<file path="config.mk">
export PLATFORM = sky130hd
export DESIGN_NAME = adjacency_matrix_bfs_order
export DESIGN_NICKNAME = d
export VERILOG_FILES = /design/src/amb_pkg.sv /design/src/adjacency_matrix_bfs_order.sv
export SDC_FILE = /design/constraint.sdc
export NUM_CORES = 1
export LEC_CHECK = 0
export BUFFER_PORTS_ARGS = -buffer_cell sky130_fd_sc_hd__buf_2
export CELL_PAD_IN_SITES_DETAIL_PLACEMENT = 0
export CELL_PAD_IN_SITES_GLOBAL_PLACEMENT = 1
export CORE_ASPECT_RATIO = 0.75
export CORE_MARGIN = 3
export CORE_UTILIZATION = 45
export DETAILED_ROUTE_END_ITERATION = 8
export GPL_TIMING_DRIVEN = 0
export PLACE_DENSITY = 0.72
export SLEW_MARGIN = 30
export SYNTH_ARGS = -nofsm -noshare
export SYNTH_HDL_FRONTEND = slang
export SYNTH_SLANG_ARGS = --single-unit
</file>
<file path="constraint.sdc">
create_clock -name i_clk -period 3.15 [get_ports i_clk]
set_clock_uncertainty 0.05 [all_clocks]
set_input_delay 0.63 -clock i_clk [delete_from_list [all_inputs] [get_ports i_clk]]
set_output_delay 0.63 -clock i_clk [all_outputs]
set_load 0.02 [all_outputs]
</file>
<file path="src/amb_pkg.sv">
// ----------------------------------------------------------------------------
// amb_pkg
// Shared types and codes for the adjacency-matrix breadth-first search block.
// ----------------------------------------------------------------------------
package amb_pkg;

    // Operation codes of an input beat
    localparam logic [1:0] OP_INSERT = 2'd0;
    localparam logic [1:0] OP_REMOVE = 2'd1;
    localparam logic [1:0] OP_SEARCH = 2'd2;

    // Visit order reported for a vertex the search never reached
    localparam logic signed [3:0] NOT_REACHED = -4'sd1;

    // Widths of the fixed item fields
    localparam int VTX_W = 3;
    localparam int ORD_W = 4;

    // Sequencer states
    typedef enum logic [1:0] {
        ST_IDLE,
        ST_POP,
        ST_SCAN,
        ST_EMIT
    } t_state;

endpackage

</file>
<file path="src/adjacency_matrix_bfs_order.sv">
// ----------------------------------------------------------------------------
// adjacency_matrix_bfs_order
// Keeps an undirected graph as a symmetric adjacency bit matrix and numbers
// the vertices in breadth-first discovery order from a chosen start vertex.
// ----------------------------------------------------------------------------
//
//  channel | direction | handshake         | payload
//  --------+-----------+-------------------+----------------------------------
//  input   | in        | i_valid / o_stall | i_op, i_vertex_a, i_vertex_b
//  result  | out       | o_valid / i_stall | o_vertex_index, o_visit_order,
//          |           |                   | o_last
//
//  Insert and remove beats give no result.
//  A search gives N = min(VERTICES, 8) results, also when the start vertex
//  is out of range. Each reached vertex is dequeued once and its neighbours
//  scanned, each vertex past the start is enqueued through the shared
//  lowest-bit picker, and a final dequeue finds the queue empty.
//  o_stall stays high from a search beat until its last result is loaded.
//  A stalled result holds the output register; emission waits on it.
//  Reset clears the matrix, visit marks and the sequencer.
//
module adjacency_matrix_bfs_order #(
    parameter int VERTICES = 8
) (
    input  logic                            i_clk,
    input  logic                            i_rst_n,
    input  logic                            i_valid,
    output logic                            o_stall,
    input  logic [1:0]                      i_op,
    input  logic [amb_pkg::VTX_W-1:0]       i_vertex_a,
    input  logic [amb_pkg::VTX_W-1:0]       i_vertex_b,
    output logic                            o_valid,
    input  logic                            i_stall,
    output logic [amb_pkg::VTX_W-1:0]       o_vertex_index,
    output logic signed [amb_pkg::ORD_W-1:0] o_visit_order,
    output logic                            o_last
);

    // Vertex fields are three bits wide, so only the first eight vertices
    // can ever carry edges, be searched from or be reported.
    localparam int RV = (VERTICES < 8) ? VERTICES : 8;
    localparam int IW = (RV > 1) ? $clog2(RV) : 1;
    localparam int CW = $clog2(RV + 1);

    amb_pkg::t_state r_state, n_state;

    logic [RV-1:0] r_adj [RV];
    logic [RV-1:0] r_visited;
    logic [IW-1:0] r_order [RV];
    logic [IW-1:0] r_fifo  [RV];
    logic [CW-1:0] r_head;
    logic [CW-1:0] r_tail;
    logic [RV-1:0] r_scan;
    logic [IW-1:0] r_emit;

    logic                           r_out_valid;
    logic [amb_pkg::VTX_W-1:0]      r_out_index;
    logic signed [amb_pkg::ORD_W-1:0] r_out_order;
    logic                           r_out_last;

    logic          in_beat;
    logic          a_ok, b_ok;
    logic [IW-1:0] a_idx, b_idx;
    logic          pick_found;
    logic [IW-1:0] pick_idx;
    logic [IW-1:0] cur;
    logic          out_load;

    assign in_beat = i_valid && !o_stall;
    assign a_ok    = ({1'b0, i_vertex_a} < 4'(RV));
    assign b_ok    = ({1'b0, i_vertex_b} < 4'(RV));
    assign a_idx   = i_vertex_a[IW-1:0];
    assign b_idx   = i_vertex_b[IW-1:0];
    assign cur     = r_fifo[r_head[IW-1:0]];

    // Shared picker: lowest pending neighbour of the current vertex
    always_comb begin
        pick_found = 1'b0;
        pick_idx   = '0;
        for (int i = 0; i < RV; i++) begin
            if (r_scan[i] && !pick_found) begin
                pick_found = 1'b1;
                pick_idx   = IW'(i);
            end
        end
    end

    // Sequencer next state and strobes
    always_comb begin
        n_state  = r_state;
        o_stall  = (r_state != amb_pkg::ST_IDLE);
        out_load = 1'b0;
        unique case (r_state)
            amb_pkg::ST_IDLE: begin
                if (in_beat && i_op == amb_pkg::OP_SEARCH) begin
                    n_state = amb_pkg::ST_POP;
                end
            end
            amb_pkg::ST_POP: begin
                n_state = (r_head < r_tail) ? amb_pkg::ST_SCAN : amb_pkg::ST_EMIT;
            end
            amb_pkg::ST_SCAN: begin
                if (!pick_found) begin
                    n_state = amb_pkg::ST_POP;
                end
            end
            amb_pkg::ST_EMIT: begin
                out_load = !r_out_valid || !i_stall;
                if (out_load && r_emit == IW'(RV - 1)) begin
                    n_state = amb_pkg::ST_IDLE;
                end
            end
            default: n_state = amb_pkg::ST_IDLE;
        endcase
    end

    // State register
    always_ff @(posedge i_clk) begin
        if (!i_rst_n) begin
            r_state <= amb_pkg::ST_IDLE;
        end else begin
            r_state <= n_state;
        end
    end

    // Adjacency matrix: set or clear both symmetric bits, the diagonal once
    always_ff @(posedge i_clk) begin
        if (!i_rst_n) begin
            for (int r = 0; r < RV; r++) begin
                r_adj[r] <= '0;
            end
        end else if (in_beat && a_ok && b_ok &&
                     (i_op == amb_pkg::OP_INSERT || i_op == amb_pkg::OP_REMOVE)) begin
            r_adj[a_idx][b_idx] <= (i_op == amb_pkg::OP_INSERT);
            if (a_idx != b_idx) begin
                r_adj[b_idx][a_idx] <= (i_op == amb_pkg::OP_INSERT);
            end
        end
    end

    // Search control: visit marks, queue pointers, scan mask, emit index
    always_ff @(posedge i_clk) begin
        if (!i_rst_n) begin
            r_visited <= '0;
            r_head    <= '0;
            r_tail    <= '0;
            r_scan    <= '0;
            r_emit    <= '0;
        end else begin
            unique case (r_state)
                amb_pkg::ST_IDLE: begin
                    if (in_beat && i_op == amb_pkg::OP_SEARCH) begin
                        r_head <= '0;
                        r_emit <= '0;
                        r_scan <= '0;
                        if (a_ok) begin
                            r_visited        <= RV'(1) << a_idx;
                            r_tail           <= CW'(1);
                        end else begin
                            r_visited <= '0;
                            r_tail    <= '0;
                        end
                    end
                end
                amb_pkg::ST_POP: begin
                    if (r_head < r_tail) begin
                        r_head <= r_head + CW'(1);
                        r_scan <= r_adj[cur] & ~r_visited;
                    end
                end
                amb_pkg::ST_SCAN: begin
                    if (pick_found) begin
                        r_visited[pick_idx] <= 1'b1;
                        r_scan[pick_idx]    <= 1'b0;
                        r_tail              <= r_tail + CW'(1);
                    end
                end
                amb_pkg::ST_EMIT: begin
                    if (out_load) begin
                        r_emit <= r_emit + IW'(1);
                    end
                end
                default: ;
            endcase
        end
    end

    // Queue entries and visit numbers: the tail count is the discovery number
    always_ff @(posedge i_clk) begin
        if (r_state == amb_pkg::ST_IDLE && in_beat && i_op == amb_pkg::OP_SEARCH && a_ok) begin
            r_fifo[0]      <= a_idx;
            r_order[a_idx] <= '0;
        end else if (r_state == amb_pkg::ST_SCAN && pick_found) begin
            r_fifo[r_tail[IW-1:0]] <= pick_idx;
            r_order[pick_idx]      <= r_tail[IW-1:0];
        end
    end

    // Result output register
    always_ff @(posedge i_clk) begin
        if (!i_rst_n) begin
            r_out_valid <= 1'b0;
        end else if (out_load) begin
            r_out_valid <= 1'b1;
        end else if (!i_stall) begin
            r_out_valid <= 1'b0;
        end
    end

    always_ff @(posedge i_clk) begin
        if (out_load) begin
            r_out_index <= amb_pkg::VTX_W'(r_emit);
            r_out_order <= r_visited[r_emit] ? amb_pkg::ORD_W'(r_order[r_emit])
                                             : amb_pkg::NOT_REACHED;
            r_out_last  <= (r_emit == IW'(RV - 1));
        end
    end

    assign o_valid        = r_out_valid;
    assign o_vertex_index = r_out_index;
    assign o_visit_order  = r_out_order;
    assign o_last         = r_out_last;

    // Every marked vertex was enqueued exactly once
    a_marks_match_tail: assert property (@(posedge i_clk) disable iff (!i_rst_n)
        $countones(r_visited) == 32'(r_tail))
        else $error("visit marks disagree with queue tail");

    // Queue never dequeues past what it enqueued
    a_head_le_tail: assert property (@(posedge i_clk) disable iff (!i_rst_n)
        r_head <= r_tail)
        else $error("queue head passed tail");

    // Scan mask only holds undiscovered vertices
    a_scan_unvisited: assert property (@(posedge i_clk) disable iff (!i_rst_n)
        (r_scan & r_visited) == '0)
        else $error("scan mask holds a visited vertex");

    // Last flag only on the highest reported vertex
    a_last_index: assert property (@(posedge i_clk) disable iff (!i_rst_n)
        (o_valid && o_last) |-> (o_vertex_index == amb_pkg::VTX_W'(RV - 1)))
        else $error("last flag on wrong vertex");

    // A search beat always leads into the dequeue step
    a_search_starts: assert property (@(posedge i_clk) disable iff (!i_rst_n)
        (in_beat && i_op == amb_pkg::OP_SEARCH) |=> (r_state == amb_pkg::ST_POP))
        else $error("search beat did not start the sequencer");

endmodule
</file>
==> metrics.txt <==
# TYPE chip_impl_metric gauge
chip_impl_metric{name="ios",unit=""} 22
chip_impl_metric{name="grt_max_degree",unit=""} 17
chip_impl_metric{name="r2r_cells",unit=""} 9
chip_impl_info{name="synthMostInstantiatedCell",value="sky130_fd_sc_hd__edfxtp_1"} 1
chip_impl_metric{name="fmax",unit="MHz"} 351
chip_impl_metric{name="post_synth.cell_area_avg",unit="µm²"} 10.7
chip_impl_metric{name="drv.max_cap_violation_count",unit=""} 0
chip_impl_metric{name="final_setup_vio_count",unit=""} 0
chip_impl_info{name="min_path_type",value="primary input to flop"} 1
chip_impl_metric{name="dpl-instance-area",unit="mm²"} 0.00818
chip_impl_metric{name="ctsHtreeMaxLevel",unit=""} 4
chip_impl_info{name="clk_root_buffer_cell",value="sky130_fd_sc_hd__clkbuf_16"} 1
chip_impl_metric{name="count_of_flip_flops_with_a_built_in_enable_after_synthesis",unit=""} 120
chip_impl_metric{name="cts.path.max_buffers",unit=""} 2
chip_impl_metric{name="finish.instance_area",unit="mm²"} 0.00878
chip_impl_info{name="cts_tree",value="done"} 1
chip_impl_metric{name="proportion_of_netlist_area_held_by_the_largest_area_contributor",unit="%"} 46.1
chip_impl_metric{name="synthArstFlopShare",unit="%"} 0
chip_impl_metric{name="clk_latency_worst_skew_pair",unit="ns"} 0.42
chip_impl_metric{name="clock_sinks",unit=""} 156
chip_impl_info{name="critical_path.most_common_cell",value="sky130_fd_sc_hd__inv_1"} 1
chip_impl_info{name="cpMaxStageDelayCell",value="sky130_fd_sc_hd__dfxtp_1"} 1
chip_impl_metric{name="power.density",unit="mW/mm²"} 642
chip_impl_metric{name="nets_in_the_synthesized_netlist",unit=""} 757
chip_impl_metric{name="first_global_vias",unit=""} 5637
chip_impl_metric{name="final_nets",unit=""} 796
chip_impl_metric{name="timing.final.max_slew_violations",unit=""} 0
chip_impl_metric{name="post-route-period-util",unit="%"} 90.6
chip_impl_metric{name="final_period_minus_worst_setup_slack",unit="ns"} 2.85
chip_impl_metric{name="number_of_buffers_added_on_ports",unit=""} 19
chip_impl_metric{name="yosys_register_bits",unit=""} 156
chip_impl_metric{name="rows",unit=""} 41
chip_impl_metric{name="timing.max_slew.rel_slack",unit="%"} 40.4
chip_impl_metric{name="timing.critical_path.fanout_max",unit=""} 9
chip_impl_metric{name="die-height",unit="µm"} 120
chip_impl_metric{name="design.die.area",unit="mm²"} 0.0190
chip_impl_metric{name="final_critical_path_setup_slack",unit="ns"} 0.297
chip_impl_info{name="regToRegStartpoint",value="r_state[0]"} 1
chip_impl_metric{name="grt-ovfl-total",unit=""} 0
chip_impl_metric{name="grt_first_pass_wirelength",unit="mm"} 33.6
chip_impl_metric{name="cts.repair_timing.setup_buffer_count",unit=""} 0
chip_impl_metric{name="static_leakage",unit="nW"} 3.12
chip_impl_metric{name="first_pass_detailed_route_iteration_total",unit=""} 6
chip_impl_metric{name="cts-buffers-inserted",unit=""} 17
chip_impl_info{name="cpLargestDelayFamily",value="buffers and inverters"} 1
chip_impl_info{name="synth_area_leader_cell",value="sky130_fd_sc_hd__edfxtp_1"} 1
chip_impl_info{name="rsz0062_at_grt",value="no"} 1
chip_impl_info{name="run_status",value="finished, final reports clean"} 1
chip_impl_metric{name="dp_slack",unit="ns"} -0.106
chip_impl_info{name="critical_path.cell_chain",value="inv_1 -> ha_1 -> clkbuf_1 -> inv_1 -> a211oi_1 -> a22oi_2 -> clkbuf_2 -> or2_2 -> nor2_1"} 1
chip_impl_metric{name="cell_count_after_synthesis",unit=""} 734
chip_impl_metric{name="num_vias",unit=""} 6087
chip_impl_metric{name="remaining_drc_errors",unit=""} 0
chip_impl_metric{name="insertedDiodeCount",unit=""} 0
chip_impl_info{name="ys_top_cells_by_count",value="120 x sky130_fd_sc_hd__edfxtp_1, 92 x sky130_fd_sc_hd__nand2_1, 85 x sky130_fd_sc_hd__nor2_1, 44 x sky130_fd_sc_hd__o21ai_0, 43 x sky130_fd_sc_hd__mux2i_1"} 1
chip_impl_metric{name="number_of_vias_per_cell",unit=""} 6.08
chip_impl_metric{name="worst_setup_hold_path_clk_slew",unit="ns"} 0.07
chip_impl_info{name="setup.worst_path.start",value="r_state[0]"} 1
chip_impl_metric{name="path_buf_inv",unit=""} 4
chip_impl_metric{name="cts-hold-fix-buffers",unit=""} 0
chip_impl_info{name="min-delay-start",value="i_stall"} 1
chip_impl_info{name="critical_path.endpoint_type",value="flop"} 1
chip_impl_metric{name="worstSetupPathDepth",unit=""} 9
chip_impl_info{name="path_class",value="flop to flop"} 1
chip_impl_metric{name="wl",unit="mm"} 21.9
chip_impl_metric{name="post_drt_wl_per_cell",unit="µm"} 21.9
chip_impl_metric{name="placeableCoreArea",unit="mm²"} 0.0169
chip_impl_metric{name="worst_hold_path.num_cells",unit=""} 3
chip_impl_info{name="ys_top_cells_by_area",value="sky130_fd_sc_hd__edfxtp_1 46%, sky130_fd_sc_hd__dfxtp_1 9.2%, sky130_fd_sc_hd__mux2i_1 5.5%"} 1
chip_impl_metric{name="synth_warnings",unit=""} 0
chip_impl_metric{name="start_util",unit="%"} 46.2
chip_impl_metric{name="drtAntennaViolNets",unit=""} 0
chip_impl_metric{name="final-hold-violation-count",unit=""} 0
chip_impl_metric{name="detailed_place_hpwl",unit="mm"} 16.4
chip_impl_info{name="ys_dominant_reg_cell",value="sky130_fd_sc_hd__edfxtp_1"} 1
chip_impl_metric{name="area_of_the_mapped_netlist",unit="mm²"} 0.00782
chip_impl_metric{name="worst_path_largest_cell_delay",unit="ns"} 0.34
chip_impl_metric{name="globalRouteTotalUtil",unit="%"} 24.1
chip_impl_metric{name="gp_congestion",unit=""} 0.923
chip_impl_info{name="critical_path.startpoint_type",value="flop"} 1
chip_impl_metric{name="critical_path_arrival",unit="ns"} 2.91
chip_impl_metric{name="max-vdd-ir-drop",unit="µV"} 398
chip_impl_metric{name="synth.distinct_cells",unit=""} 62
chip_impl_metric{name="cp.required",unit="ns"} 3.20
chip_impl_metric{name="initialDrtViolationCount",unit=""} 792
chip_impl_metric{name="post_route_cells_drive_above_1_share",unit="%"} 12.0
chip_impl_metric{name="synth.yosys.seq_area_share",unit="%"} 55.3
chip_impl_metric{name="antenna_found_initial",unit=""} 0
chip_impl_metric{name="worst_pin_slew",unit="ns"} 0.882
chip_impl_metric{name="area_growth",unit="%"} 12.3
chip_impl_metric{name="die_width",unit="µm"} 158
[report_power, final]
part | switching, mW | total [mW] | internal [mW] | leakage [nW]
sequential | 0.0871 | 2.41 | 2.33 | 1.42
clock | 0.893 | 2.07 | 1.18 | 0.279
combinational | 0.749 | 1.15 | 0.402 | 1.43
total | 1.73 | 5.64 | 3.91 | 3.12
[worst reg2reg max path, stage by stage (launching register included)]
cell,delay (ns)
sky130_fd_sc_hd__dfxtp_1,0.34
sky130_fd_sc_hd__inv_1,0.09
sky130_fd_sc_hd__ha_1,0.15
sky130_fd_sc_hd__clkbuf_1,0.34
sky130_fd_sc_hd__inv_1,0.26
sky130_fd_sc_hd__a211oi_1,0.33
sky130_fd_sc_hd__a22oi_2,0.18
sky130_fd_sc_hd__clkbuf_2,0.21
sky130_fd_sc_hd__or2_2,0.32
sky130_fd_sc_hd__nor2_1,0.28
[state kept, by name (all words and copies together), names as in the netlist, named ones only]
register        flops
o_valid             1
r_visited           8
r_order            24
r_adj              64
r_head              4
r_tail              4
o_vertex_index      3
r_state             2
o_visit_order       4
r_emit              3
r_fifo             24
r_scan              8
o_last              1
[repair_timing]
| action | CTS | global route |
|---|---|---|
| resized for setup | 0 | 3 |
| endpoints found under the setup margin | 0 | 18 |
| endpoints found under the hold margin | 0 | 0 |
[cell families (layout without fill, tap and decap cells)]
| logic type | count (synthesis) | count (layout) | synth area share, % |
|---|---|---|---|
| DFF | 156 | 156 | 55.3 |
| and+or+nand+nor | 303 | 303 | 18.3 |
| xor gates and xnor gates | 2 | 2 | 0.224 |
| AOI/OAI and AO/OA | 139 | 139 | 11.3 |
| adders and majority gates | 11 | 11 | 1.76 |
| muxes | 63 | 63 | 10.0 |
| buffers and inverters | 60 | 112 | 3.15 |
[final cells by class]
class	instances	area [µm²]
well taps	215	269
flip-flops and latches	156	4320
repair buffers	20	100
inverters	16	60.1
clock inverters	15	161
clock buffers	17	425
plain buffers	44	186
fillers	1533	8140
multi-input cells	518	3260
[placed cells by master (no fill, tap or decap), types with 9 or more instances in the layout]
cell type	count
sky130_fd_sc_hd__mux2i_1	43
sky130_fd_sc_hd__and3_1	15
sky130_fd_sc_hd__o22a_1	9
sky130_fd_sc_hd__edfxtp_1	120
sky130_fd_sc_hd__clkbuf_1	30
sky130_fd_sc_hd__nand3_1	29
sky130_fd_sc_hd__inv_1	14
sky130_fd_sc_hd__nor3_1	25
sky130_fd_sc_hd__dfxtp_1	36
sky130_fd_sc_hd__o21ai_0	43
sky130_fd_sc_hd__mux4_2	11
sky130_fd_sc_hd__nor2_1	85
sky130_fd_sc_hd__clkbuf_16	17
sky130_fd_sc_hd__ha_1	11
sky130_fd_sc_hd__nor2b_1	9
sky130_fd_sc_hd__a21oi_1	37
sky130_fd_sc_hd__nand2_1	92
sky130_fd_sc_hd__buf_2	27
[final timing paths]
kind | end | slack [ns]
hold reg to reg | o_valid | 0.47
setup / recovery | r_order[1][0] | 0.30
hold / removal | o_valid | 0.40
setup reg to reg | r_order[1][0] | 0.30
[routing by layer]
metal  global-route usage [%]  vias up  part of all wire, %
met5                        0        -                    0
met4                     6.93        0                  1.6
met3                     6.42       24                   10
met2                     30.3      301                   39
met1                     39.8     2971                   49
li1                         -     2791                    -
[through the flow]
stage	TNS (ns)	utilization, %	hold slack [ns]	power, mW	std cells
finish	0	51.9	0.399	5.64	1001
global route	0	51.9	0.409	5.86	1001
CTS	0	51.8	0.391	5.64	1000
detailed placement	-1.00	48.3	0.450	3.58	968
global placement	-0.111	48.3	0.438	3.56	968
floorplan	0	-	0.406	3.24	734
Power figures use the tool's default switching activity.
